$ cat config.mk
export PLATFORM = sky130hd
export DESIGN_NAME = ack_frame_parser_core
export DESIGN_NICKNAME = d
export VERILOG_FILES = /design/src/design/afp_pkg.sv /design/src/design/ack_frame_parser_core.sv
export SDC_FILE = /design/constraint.sdc
export NUM_CORES = 1
export LEC_CHECK = 0
export ABC_AREA = 1
export BUFFER_PORTS_ARGS = -buffer_cell sky130_fd_sc_hd__buf_2
export CORE_ASPECT_RATIO = 1.4
export CORE_MARGIN = 5
export CORE_UTILIZATION = 49
export CTS_BUF_LIST = sky130_fd_sc_hd__clkbuf_2
export DETAILED_ROUTE_END_ITERATION = 8
export PLACE_DENSITY = 0.82
export SKIP_CTS_REPAIR_TIMING = 1
export SLEW_MARGIN = 0
export SYNTH_ARGS = -nofsm -noshare
export SYNTH_HDL_FRONTEND = slang
export SYNTH_SLANG_ARGS = --single-unit
$ cat constraint.sdc
create_clock -name clk_i -period 2.4 [get_ports clk_i]
set_input_delay 0.12 -clock clk_i [delete_from_list [all_inputs] [get_ports clk_i]]
set_output_delay 0.12 -clock clk_i [all_outputs]
set_load 0.005 [all_outputs]
$ cat src/design/afp_pkg.sv
// Shared constants and types for the acknowledge frame parser.
package afp_pkg;

  // Header layout
  localparam int unsigned HDR_LEN         = 9;
  localparam int unsigned HDR_POS_SYNC_HI = 0;
  localparam int unsigned HDR_POS_SYNC_LO = 1;
  localparam int unsigned HDR_POS_TYPE    = 6;
  localparam int unsigned HDR_POS_LEN_HI  = 7;

  localparam logic [7:0] SYNC_HI  = 8'hEF;
  localparam logic [7:0] SYNC_LO  = 8'h01;
  localparam logic [7:0] TYPE_ACK = 8'h07;
  localparam logic [7:0] MIN_BODY = 8'd3;

  localparam int unsigned MAX_PAYLOAD_W = 5;

  typedef enum logic [1:0] {
    KIND_PAYLOAD = 2'd0,
    KIND_DONE    = 2'd1,
    KIND_ERROR   = 2'd2
  } kind_e;

endpackage

$ cat src/design/ack_frame_parser_core.sv
// Acknowledge frame parser: header check, body walk and result register.
// Usage:
//   Input channel: one received serial byte per item on rx_byte_i, qualified
//   by in_valid_i; the item is taken at a clock edge where in_stall_o is low.
//   Output channel: one result item on out_kind_o/out_byte_o/out_last_o,
//   qualified by out_valid_o; the receiver holds out_stall_i high to stall.
//   Config channel: cfg_max_payload_i is written at an edge with cfg_valid_i
//   and cfg_ready_o high. It sets how many payload bytes per frame pass out.
//   Write it only while the parser is idle.
// Timing and throughput:
//   A byte that causes a result shows it on the output in the cycle after
//   it is taken. One byte is taken every cycle unless stalled; the single
//   result register, the only buffer, refills in the same cycle it drains.
// Reset:
//   rst_ni clears the parser to the start of a header, empties the result
//   register and sets max_payload to zero.
// Stall:
//   While the result register holds an item that the receiver stalls,
//   in_stall_o is high and no byte is taken; the result holds steady.
//   Bytes that cause no result wait the same way.
module ack_frame_parser_core #(
  parameter int unsigned BODY_MAX = 32
) (
  input  logic                                 clk_i,
  input  logic                                 rst_ni,
  // received bytes
  input  logic                                 in_valid_i,
  output logic                                 in_stall_o,
  input  logic [7:0]                           rx_byte_i,
  // results
  output logic                                 out_valid_o,
  input  logic                                 out_stall_i,
  output logic [1:0]                           out_kind_o,
  output logic [7:0]                           out_byte_o,
  output logic                                 out_last_o,
  // configuration
  input  logic                                 cfg_valid_i,
  output logic                                 cfg_ready_o,
  input  logic [afp_pkg::MAX_PAYLOAD_W-1:0]    cfg_max_payload_i
);
  import afp_pkg::*;

  // Body length register width and position counter width.
  localparam int unsigned LenW = $clog2(BODY_MAX + 1);
  localparam int unsigned PosW = (LenW > 4) ? LenW : 4;

  logic [MAX_PAYLOAD_W-1:0] max_payload_q;
  logic [PosW-1:0]          pos_q, pos_d;
  logic                     in_body_q, in_body_d;
  logic                     hdr_bad_q, hdr_bad_d;
  logic                     len_hi_q, len_hi_d;
  logic [LenW-1:0]          body_len_q, body_len_d;
  logic [7:0]               confirm_q, confirm_d;

  logic                     out_valid_q, out_valid_d;
  kind_e                    out_kind_q;
  logic [7:0]               out_byte_q;
  logic                     out_last_q;

  // Result of the byte at the input, before the result register.
  logic                     res_valid;
  kind_e                    res_kind;
  logic [7:0]               res_byte;
  logic                     res_last;

  logic                     in_acc;
  logic [7:0]               pos_w;
  logic [7:0]               len_w;
  logic                     hdr_bad_now;
  logic                     len_hi_now;

  assign cfg_ready_o = 1'b1;
  // Take a byte whenever the result register is empty or draining.
  assign in_stall_o  = out_valid_q & out_stall_i;
  assign in_acc      = in_valid_i & ~in_stall_o;

  assign pos_w = 8'(pos_q);
  assign len_w = 8'(body_len_q);

  // Sync, type and length-high checks on the current header byte.
  always_comb begin
    hdr_bad_now = 1'b0;
    len_hi_now  = 1'b0;
    if (pos_q == PosW'(HDR_POS_SYNC_HI)) begin
      hdr_bad_now = (rx_byte_i != SYNC_HI);
    end else if (pos_q == PosW'(HDR_POS_SYNC_LO)) begin
      hdr_bad_now = (rx_byte_i != SYNC_LO);
    end else if (pos_q == PosW'(HDR_POS_TYPE)) begin
      hdr_bad_now = (rx_byte_i != TYPE_ACK);
    end else if (pos_q == PosW'(HDR_POS_LEN_HI)) begin
      len_hi_now  = (rx_byte_i != 8'd0);
    end
  end

  // Parser next state and result for one byte.
  always_comb begin
    pos_d      = pos_q;
    in_body_d  = in_body_q;
    hdr_bad_d  = hdr_bad_q;
    len_hi_d   = len_hi_q;
    body_len_d = body_len_q;
    confirm_d  = confirm_q;
    res_valid  = 1'b0;
    res_kind   = KIND_PAYLOAD;
    res_byte   = rx_byte_i;
    res_last   = 1'b0;

    if (!in_body_q) begin
      hdr_bad_d = hdr_bad_q | hdr_bad_now;
      len_hi_d  = len_hi_q | len_hi_now;
      if (pos_q != PosW'(HDR_LEN - 1)) begin
        pos_d = pos_q + PosW'(1);
      end else if (hdr_bad_q || len_hi_q || rx_byte_i < MIN_BODY ||
                   rx_byte_i > 8'(BODY_MAX)) begin
        // Reject the header and restart.
        pos_d     = '0;
        hdr_bad_d = 1'b0;
        len_hi_d  = 1'b0;
        res_valid = 1'b1;
        res_kind  = KIND_ERROR;
        res_byte  = 8'd0;
        res_last  = 1'b1;
      end else begin
        body_len_d = rx_byte_i[LenW-1:0];
        pos_d      = '0;
        in_body_d  = 1'b1;
      end
    end else begin
      if (pos_q == '0) begin
        confirm_d = rx_byte_i;
        pos_d     = PosW'(1);
      end else if (pos_w + 8'd1 >= len_w) begin
        // Last checksum byte: close the frame.
        pos_d     = '0;
        in_body_d = 1'b0;
        hdr_bad_d = 1'b0;
        len_hi_d  = 1'b0;
        res_valid = 1'b1;
        res_kind  = KIND_DONE;
        res_byte  = confirm_q;
        res_last  = 1'b1;
      end else begin
        pos_d = pos_q + PosW'(1);
        // Pass payload bytes up to the configured count; drop the rest.
        if (pos_w + 8'd2 < len_w && pos_w - 8'd1 < 8'(max_payload_q)) begin
          res_valid = 1'b1;
        end
      end
    end
  end

  // Result register valid: load on a taken byte, clear when drained.
  always_comb begin
    out_valid_d = out_valid_q;
    if (in_acc) begin
      out_valid_d = res_valid;
    end else if (!out_stall_i) begin
      out_valid_d = 1'b0;
    end
  end

  always_ff @(posedge clk_i or negedge rst_ni) begin
    if (!rst_ni) begin
      max_payload_q <= '0;
      pos_q         <= '0;
      in_body_q     <= 1'b0;
      hdr_bad_q     <= 1'b0;
      len_hi_q      <= 1'b0;
      body_len_q    <= '0;
      confirm_q     <= '0;
      out_valid_q   <= 1'b0;
    end else begin
      if (cfg_valid_i && cfg_ready_o) begin
        max_payload_q <= cfg_max_payload_i;
      end
      if (in_acc) begin
        pos_q      <= pos_d;
        in_body_q  <= in_body_d;
        hdr_bad_q  <= hdr_bad_d;
        len_hi_q   <= len_hi_d;
        body_len_q <= body_len_d;
        confirm_q  <= confirm_d;
      end
      out_valid_q <= out_valid_d;
    end
  end

  // Result payload: no reset needed.
  always_ff @(posedge clk_i) begin
    if (in_acc && res_valid) begin
      out_kind_q <= res_kind;
      out_byte_q <= res_byte;
      out_last_q <= res_last;
    end
  end

  assign out_valid_o = out_valid_q;
  assign out_kind_o  = out_kind_q;
  assign out_byte_o  = out_byte_q;
  assign out_last_o  = out_last_q;

  // A framing error carries a zero byte and ends the frame.
  a_err_fields: assert property (@(posedge clk_i) disable iff (!rst_ni)
    out_valid_o && out_kind_o == KIND_ERROR |-> out_byte_o == 8'd0 && out_last_o)
    else $error("framing error result with bad fields");

  // Only frame-ending results carry out_last.
  a_last_kind: assert property (@(posedge clk_i) disable iff (!rst_ni)
    out_valid_o |-> out_last_o == (out_kind_o != KIND_PAYLOAD))
    else $error("out_last does not match kind");

  // Input is only held back by a stalled, full result register.
  a_stall_cause: assert property (@(posedge clk_i) disable iff (!rst_ni)
    in_stall_o |-> out_valid_o && out_stall_i)
    else $error("input stalled without a pending result");

  // A header byte never yields a payload result.
  a_hdr_no_payload: assert property (@(posedge clk_i) disable iff (!rst_ni)
    in_valid_i && !in_stall_o && !in_body_q |=>
      !(out_valid_o && out_kind_o == KIND_PAYLOAD))
    else $error("payload result from a header byte");

  // An accepted body length lies within the legal range.
  a_len_range: assert property (@(posedge clk_i) disable iff (!rst_ni)
    in_body_q |-> len_w >= MIN_BODY && len_w <= 8'(BODY_MAX))
    else $error("body length out of range in body phase");

endmodule
==> results of run 1 <==
-- flip-flops by register name (all words and copies together) (netlist names) --
| register | flops |
|---|---|
| out_last_o | 1 |
| confirm_q | 8 |
| hdr_bad_q | 1 |
| body_len_q | 6 |
| out_valid_o | 1 |
| pos_q | 6 |
| len_hi_q | 1 |
| out_byte_o | 8 |
| out_kind_o | 2 |
| in_body_q | 1 |
| max_payload_q | 5 |
-- worst max-delay path by stage --
stage                     slack [ns]             to      from  depth (start not counted)
after floorplan                0.008  out_byte_o[0]  pos_q[1]                         13
after global placement         -0.02  out_byte_o[4]  pos_q[0]                         14
after detailed placement       -0.10  out_byte_o[1]  pos_q[1]                         12
after CTS                      -0.17  out_byte_o[2]  pos_q[1]                         12
after global routing           -0.22  out_byte_o[0]  pos_q[0]                         14
final                          -0.09  out_byte_o[1]  pos_q[1]                         13
-- layout make-up --
| class | count | area [sq um] |
|---|---|---|
| fillers | 405 | 1700 |
| repair inverters | 1 | 6.256 |
| clock inverters | 3 | 42.54 |
| well taps | 66 | 82.58 |
| flip-flops and latches | 40 | 1060 |
| repair buffers | 81 | 594.3 |
| inverters | 49 | 198.9 |
| clock buffers | 5 | 25.02 |
| multi-input cells | 229 | 1449 |
-- cells in the mapped netlist (all sizes together) --
cell and instances:
o21a 1, mux2 1, clkbuf 2, xor2 7
o22ai 1, nand4 7, nand3 21, inv 49
o21ai 30, conb 1, edfxtp 11, xnor2 1
nor3 3, nor3b 1, a21oi 6, buf 5
ha 24, a21o 1, nand2 98, dfrtp 29
nor2 22, nand3b 1, a21boi 3
-- stage by stage --
step                      hold WS, ns  setup slack (ns)  cells
after floorplan               -0.1756          0.008191    325
after global routing        -0.007747           -0.2238    474
after CTS                     -0.3031           -0.1688    447
after detailed placement       0.1946           -0.1010    439
after global placement         0.1852          -0.02443    439
final                         0.02698          -0.09428    474
-- per-layer routing --
layer	global-route usage	share of wire	vias to the layer above
li1	-	-	1198
met1	0.1888	0.36	1156
met2	0.3604	0.54	95
met3	0.03866	0.052	36
met4	0.1270	0.054	0
met5	0	0	-
-- cell families after synthesis --
group	synth area share
xor gates and xnor gates	0.02687
adders and majority gates	0.1152
and+or+nand+nor	0.2658
DFF	0.4050
muxes	0.004318
buffers and inverters	0.08973
other	0.001438
AOI/OAI and AO/OA	0.09165
-- report_power, final --
| group | internal, mW | total (mW) | switching (mW) |
|---|---|---|---|
| Combinational | 0.800 | 1.86 | 1.06 |
| Clock | 0.174 | 0.416 | 0.242 |
| Sequential | 0.917 | 1.05 | 0.134 |
| Total | 1.89 | 3.33 | 1.44 |
-- worst max-delay path: stages (launching register included) --
cell	delay, ns
sky130_fd_sc_hd__dfrtp_2	0.51
sky130_fd_sc_hd__ha_4	0.20
sky130_fd_sc_hd__xor2_2	0.16
sky130_fd_sc_hd__o21ai_2	0.20
sky130_fd_sc_hd__inv_2	0.07
sky130_fd_sc_hd__ha_4	0.28
sky130_fd_sc_hd__nand2_2	0.06
sky130_fd_sc_hd__nor3b_2	0.17
sky130_fd_sc_hd__nand4_1	0.14
sky130_fd_sc_hd__nand3_2	0.13
sky130_fd_sc_hd__nand2_4	0.06
sky130_fd_sc_hd__nand3_2	0.09
sky130_fd_sc_hd__nand2_4	0.09
sky130_fd_sc_hd__inv_4	0.10
==> impl_results.md, run 1 <==
* Highest clock frequency the design can meet at 400.9 MHz
* Tcrit/Tclk final at 1.039
* Class of the tightest hold or removal check: in -> reg
* Largest net degree at the start of global routing at 30
* Max-slew violation total from the final report at 0
* Netlist cell types at 35
* Post-DP HPWL at 4942 um
* Cell types occupying the most area after synthesis: sky130_fd_sc_hd__dfrtp_1, sky130_fd_sc_hd__nand2_1, sky130_fd_sc_hd__edfxtp_1
* Placeable core region at 0.005159 sq mm
* Number of design rule violations left after detail routing at 0
* Setup WS post-layout at -0.09428 ns
* Overflow left after global routing at 0
* Max Root-Sink Buffers at 2
* Utilization of the core after routing at 0.6704
* Clock tree from TritonCTS: built
* Detail-routed via count per cell at 5.243
* Root Buffer Master: sky130_fd_sc_hd__clkbuf_2
* WP data required at 2.59 ns
* Critical setup path kind: reg -> reg
* Critical R2R Capture: out_byte_o[1]
* DP Area at 0.002983 sq mm
* Inserted Diodes at 0
* DR vias at 2485
* Largest area contributor in the netlist: sky130_fd_sc_hd__dfrtp_1
* Endpoint with the worst hold slack: max_payload_q[0]
* Aggregate global-route resource usage at 0.1925
* Setup TNS after final layout at -1.542 ns
* Remaining max-slew budget at the tightest pin at 0.5412
* Commonest non-fill, non-tap cells in the layout: sky130_fd_sc_hd__nand2_1, sky130_fd_sc_hd__inv_1, sky130_fd_sc_hd__buf_2
* Max-cap viol count at 0
* Hold Path Origin: cfg_valid_i
* Initial antenna violation count at 0
* Worst-path maximum fanout at 5
* Detailed-route wire length per cell at 14.76 um
* Result of the run: complete, but fails checks
* Hold Vio Cnt, Final at 0
* Setup slack, reg-to-reg at -0.09 ns
* Yosys warnings at 0
* Post-layout nets at 449
* TritonRoute pass-1 iters at 6
* Largest voltage drop on the vdd net at 0.0005141 V
* Area growth from synthesis to final layout at 32.63%
* Violated checks: negative setup slack
* Number of I/O port buffers at 30
* Die Y at about 96 um
* Maximum clock skew at final layout at 0.01436 ns
* Sum of routed wire length over all layers at between 6000 and 7000 um
* Placer Congestion at 0.9515
* Mapped Avg Cell Area at 8.023 sq um
* Count of cells along the worst hold path at 2
* DIE WIDTH at 71.65 um
* Transition time at the pin with the least slew margin at 0.6881 ns
* Remaining number of nets flagged by the antenna check after routing at 0
* Latest clock arrival within the worst-skew pair at 0.43 ns
* Final critical delay including setup and external delays at roughly 2.5 ns
* Number of buffers created by CTS at 5
* Starting density of the core at 0.5055
* Depth of the worst register-to-register path at 13
* Clock slew at the register clock pins of the worst setup and hold paths at roughly 0.21 ns
* Setup repair after global routing missed its margin: true
* Initial detailed-routing violation count at 144
* CP Data Arrival Time at 2.68 ns
* Cell Pwr Density at 962.7 mW/mm^2
* Leakage power at around 1.8 nW
* Sequential-to-total area share from yosys stat at 0.4050
* Top-area cell type share of the netlist area at 0.2783
* Total number of clock tree sinks at 40
* First-pass GRT wire length at about 10000 um
* Endpoint class of the critical path: flop
* Number of nets produced by synthesis at 367
* Fraction of layout instances using a drive strength above 1 at 0.2966
* Launching point of the worst reg2reg path: pos_q[1]
* Most common cell after layout, fill and taps aside: sky130_fd_sc_hd__nand2_1
* Number of placed I/O pins at 32
* Cell count after synthesis at 325
* Type of origin of the critical path: flop
* Final number of setup-violating endpoints at 23
* Number of H-tree levels at 2
* Synth Register Bits at 40
* Row Count at 31
* Total die area at 0.006901 sq mm
* Post-route standard cell area excluding fillers at 0.003458 sq mm
* Total standard cell area after synthesis at approximately 0.0026 sq mm
* Via count of the first global-routing pass at 2340
* Tot Pwr at between 3 and 4 mW
(Power assumes the default switching activity.)
==> run 2, diff against run 1 <==
Settings changed: ABC_AREA 1 to not set.
==> run 2 against run 1 <==
Against the previous run: the flow still finishes with violations (negative setup slack); non-clock buffer count increased by 8; register-to-register slack got worse by 0.14 ns; highest routed layer unchanged; hold slack improved by 0.0097 ns; sequential cell count is the same; largest power group unchanged; via count shrank 12%; routed wire length fell by 3.8%; die area decreased by 4.6%; total power increased by 0.95%; count of clock-buffer cells in the layout unchanged; global-route usage fell by 1.6 points.
==> impl_results.md, run 2 <==
* Root Buffer Master: sky130_fd_sc_hd__clkbuf_2 (unchanged)
* Class of the tightest hold or removal check: in -> reg (unchanged)
* Netlist cell types at 55 (was 35)
* Mapped Avg Cell Area at 10.69 sq um (was 8.023 sq um)
* List of cells traversed by the critical path: buf_4 > ha_4 > nand4_1 > xnor2_2 > ha_4 > a21oi_2 > o21a_1 > a21oi_4 > buf_4 > buf_4 > a22o_1 (was ha_4 > xor2_2 > o21ai_2 > inv_2 > ha_4 > nand2_2 > nor3b_2 > nand4_1 > nand3_2 > nand2_4 > nand3_2 > nand2_4 > inv_4)
* Cell Int Power at 1.981 mW (was 1.891 mW)
* Cell count after synthesis at 231 (was 325)
* Sequential share of power at 0.259 (was 0.316)
* Starting density of the core at 0.5062 (was 0.5055)
* Max stage delay cell, worst path: sky130_fd_sc_hd__dfrtp_1 (was sky130_fd_sc_hd__dfrtp_2)
* Overflow left after global routing at 0 (unchanged)
* Utilization of the core after routing at 0.7049 (was 0.6704)
* Setup slack after placement at -0.1833 ns (was -0.1010 ns)
* Aggregate global-route resource usage at 0.1769 (was 0.1925)
* Critical Path Max Stage Delay at 0.46 ns (was 0.51 ns)
* Tot Pwr at 3.361 mW (was 3.329 mW)
* Violated checks: negative setup slack (unchanged)
* Crit path capture: out_byte_o[5] (was out_byte_o[1])
* Number of nets produced by synthesis at 273 (was 367)
* Worst-path maximum fanout at 5 (unchanged)
* Result of the run: complete, but fails checks (unchanged)
* Post-layout nets at 362 (was 449)
* Inserted Diodes at 0 (unchanged)
* Depth of the worst register-to-register path at 11 (was 13)
* Clock slew at the register clock pins of the worst setup and hold paths at 0.24 ns (was 0.21 ns)
* Switching power total at 1.380 mW (was 1.439 mW)
* Dominant register cell in the synthesized netlist: sky130_fd_sc_hd__dfrtp_1 (unchanged)
* Setup slack, reg-to-reg at -0.24 ns (was -0.09 ns)
* Latest clock arrival within the worst-skew pair at 0.42 ns (was 0.43 ns)
* Synth Register Bits at 40 (unchanged)
* Area growth from synthesis to final layout at 39.26% (was 32.63%)
* Max-slew violation total from the final report at 0 (unchanged)
* Maximum clock skew at final layout at 0.03252 ns (was 0.01436 ns)
* Cell types occupying the most area after synthesis: sky130_fd_sc_hd__dfrtp_1, sky130_fd_sc_hd__edfxtp_1, sky130_fd_sc_hd__ha_1 (was sky130_fd_sc_hd__dfrtp_1, sky130_fd_sc_hd__nand2_1, sky130_fd_sc_hd__edfxtp_1)
* Initial detailed-routing violation count at 148 (was 144)
* Setup repair after global routing missed its margin: true (unchanged)
* DIE WIDTH at 70.01 um (was 71.65 um)
* Via count of the first global-routing pass at 2017 (was 2340)
* Number of placed I/O pins at 32 (unchanged)
* Number of design rule violations left after detail routing at 0 (unchanged)
* Sequential-to-total area share from yosys stat at 0.4276 (was 0.4050)
* CP Data Arrival Time at 2.85 ns (was 2.68 ns)
* Commonest non-fill, non-tap cells in the layout: sky130_fd_sc_hd__buf_4, sky130_fd_sc_hd__buf_2, sky130_fd_sc_hd__dfrtp_1 (was sky130_fd_sc_hd__nand2_1, sky130_fd_sc_hd__inv_1, sky130_fd_sc_hd__buf_2)
* Highest clock frequency the design can meet at 379.1 MHz (was 400.9 MHz)
* Max-cap viol count at 0 (unchanged)
* DR vias at 2189 (was 2485)
* Launching point of the worst reg2reg path: pos_q[2] (was pos_q[1])
* Max Root-Sink Buffers at 2 (unchanged)
* Number of buffers created by CTS at 5 (unchanged)
* Final-layout worst hold slack at 0.03668 ns (was 0.02698 ns)
* Tcrit/Tclk final at 1.099 (was 1.039)
* Detailed-route wire length per cell at 17.47 um (was 14.76 um)
* Setup WS post-layout at -0.2375 ns (was -0.09428 ns)
* Placeable core region at 0.004880 sq mm (was 0.005159 sq mm)
* Endpoint class of the critical path: flop (unchanged)
* Remaining number of nets flagged by the antenna check after routing at 0 (unchanged)
* Number of I/O port buffers at 30 (unchanged)
* Most common cell after layout, fill and taps aside: sky130_fd_sc_hd__buf_4 (was sky130_fd_sc_hd__nand2_1)
* Largest net degree at the start of global routing at 30 (unchanged)
* Number of H-tree levels at 2 (unchanged)
* Leakage power at 1.607 nW (was 1.773 nW)
* CP most frequent cell: sky130_fd_sc_hd__buf_4
* Largest area contributor in the netlist: sky130_fd_sc_hd__dfrtp_1 (unchanged)
* Total number of clock tree sinks at 40 (unchanged)
* Clock tree from TritonCTS: built (unchanged)
* Remaining max-slew budget at the tightest pin at 0.5434 (was 0.5412)
* Final critical delay including setup and external delays at 2.638 ns (was 2.494 ns)
* Hold Vio Cnt, Final at 0 (unchanged)
* Initial antenna violation count at 0 (unchanged)
* Number of flops mapped to enable cells by yosys at 11 (unchanged)
* Total die area at 0.006581 sq mm (was 0.006901 sq mm)
* Top-area cell type share of the netlist area at 0.2938 (was 0.2783)
* Asr flop ratio synth at 0.7250 (unchanged)
* Placer Congestion at 0.8825 (was 0.9515)
* Total standard cell area after synthesis at 0.002470 sq mm (was 0.002608 sq mm)
* Post-DP HPWL at 4329 um (was 4942 um)
* Source of the critical timing path: pos_q[2] (was pos_q[1])
* Largest voltage drop on the vdd net at 0.0005103 V (was 0.0005141 V)
* Detail-routed via count per cell at 5.686 (was 5.243)
* Row Count at 30 (was 31)
* Combinational share of power at 0.614 (was 0.560)
* Sum of routed wire length over all layers at 6726 um (was 6995 um)
* Fraction of power spent switching nets at 0.4106 (was 0.4321)
* Critical setup path kind: reg -> reg (unchanged)
* Type of origin of the critical path: flop (unchanged)
* TritonRoute pass-1 iters at 4 (was 6)
* Library cell with the highest instance count after synthesis: sky130_fd_sc_hd__dfrtp_1 (was sky130_fd_sc_hd__nand2_1)
* Transition time at the pin with the least slew margin at 0.6850 ns (was 0.6881 ns)
* Final number of setup-violating endpoints at 28 (was 23)
* Clock network power share at 0.127 (was 0.125)
* Critical R2R Capture: out_byte_o[5] (was out_byte_o[1])
* Fraction of layout instances using a drive strength above 1 at 0.3956 (was 0.2966)
* Cell Pwr Density at 977.2 mW/mm^2 (was 962.7 mW/mm^2)
* Yosys warnings at 0 (unchanged)
* Die Y at 94.01 um (was 96.32 um)
* Setup TNS after final layout at -4.613 ns (was -1.542 ns)
* Most frequent cells after synthesis: sky130_fd_sc_hd__dfrtp_1, sky130_fd_sc_hd__ha_1, sky130_fd_sc_hd__nand2_1 (was sky130_fd_sc_hd__nand2_1, sky130_fd_sc_hd__inv_1, sky130_fd_sc_hd__dfrtp_1)
* WP data required at 2.61 ns (was 2.59 ns)
* First-pass GRT wire length at 9197 um (was 10160 um)
## run 2: changes by cell type in the layout (fill, tap and decap cells not counted), sizes merged, moves of 15 or more
cell   previous run  this run
nand3            21         6
nor2             22         6
nand2            98        24
inv              49        16
## run 2: power groups by stage
stage                     clock [mW]  combinational [mW]  sequential (mW)
after CTS                      0.430                1.58            0.855
after floorplan                    0               0.981            0.853
after global routing           0.461                2.26            0.879
after detailed placement           0                1.57            0.869
final                          0.425                2.06            0.871
after global placement             0                1.51            0.866
## run 2: how the worst min path moves through the flow
stage / endpoint / depth (start not counted) / start
after floorplan: body_len_q[0] / 0 / rst_ni
after global placement: max_payload_q[2] / 1 / rst_ni
after detailed placement: max_payload_q[2] / 1 / rst_ni
after CTS: max_payload_q[2] / 1 / rst_ni
after global routing: out_valid_o / 4 / out_stall_i
final: max_payload_q[0] / 2 / cfg_valid_i
## run 2: cell type report
type	instances	area, sq um
multi-input cells	168	1506
fillers	331	1440
flip-flops and latches	40	1059
repair buffers	89	659.4
well taps	64	80.08
inverters	16	62.56
clock inverters	3	47.55
clock buffers	5	25.02
## run 2: kinds of logic (layout without fill, tap and decap cells)
kind of cell,Yosys count,after routing,share of synthesized area
other,1,1,0.001518
buffers and inverters,25,113,0.04002
AO/OA/AOI/OAI,54,55,0.1631
AND/OR/NAND/NOR,61,62,0.1388
XOR/XNOR,11,11,0.03901
flip-flops,40,40,0.4276
adder cells (fa/ha/maj),24,24,0.1216
multiplexers,15,15,0.06839
## run 2: worst max-delay path: cells and delay by family, from the launching register on
family          cells  cell delay [ns]
flops               1             0.46
xor+xnor            1             0.28
compound gates      4             0.69
buf+inv             3             0.43
fa+ha+maj           2             0.40
simple gates        1             0.16
## run 2: per-stage QoR
stage | cells | cell area, sq um
final | 385 | 3440
after detailed placement | 345 | 2903
after CTS | 353 | 2975
after floorplan | 231 | 2495
after global routing | 385 | 3440
after global placement | 345 | 2903
## run 2: per-layer routing
metal	share of wire	GRT usage
met1	0.39	0.1924
met2	0.56	0.3210
met3	0.033	0.03212
met4	0.018	0.09744
met5	0	0
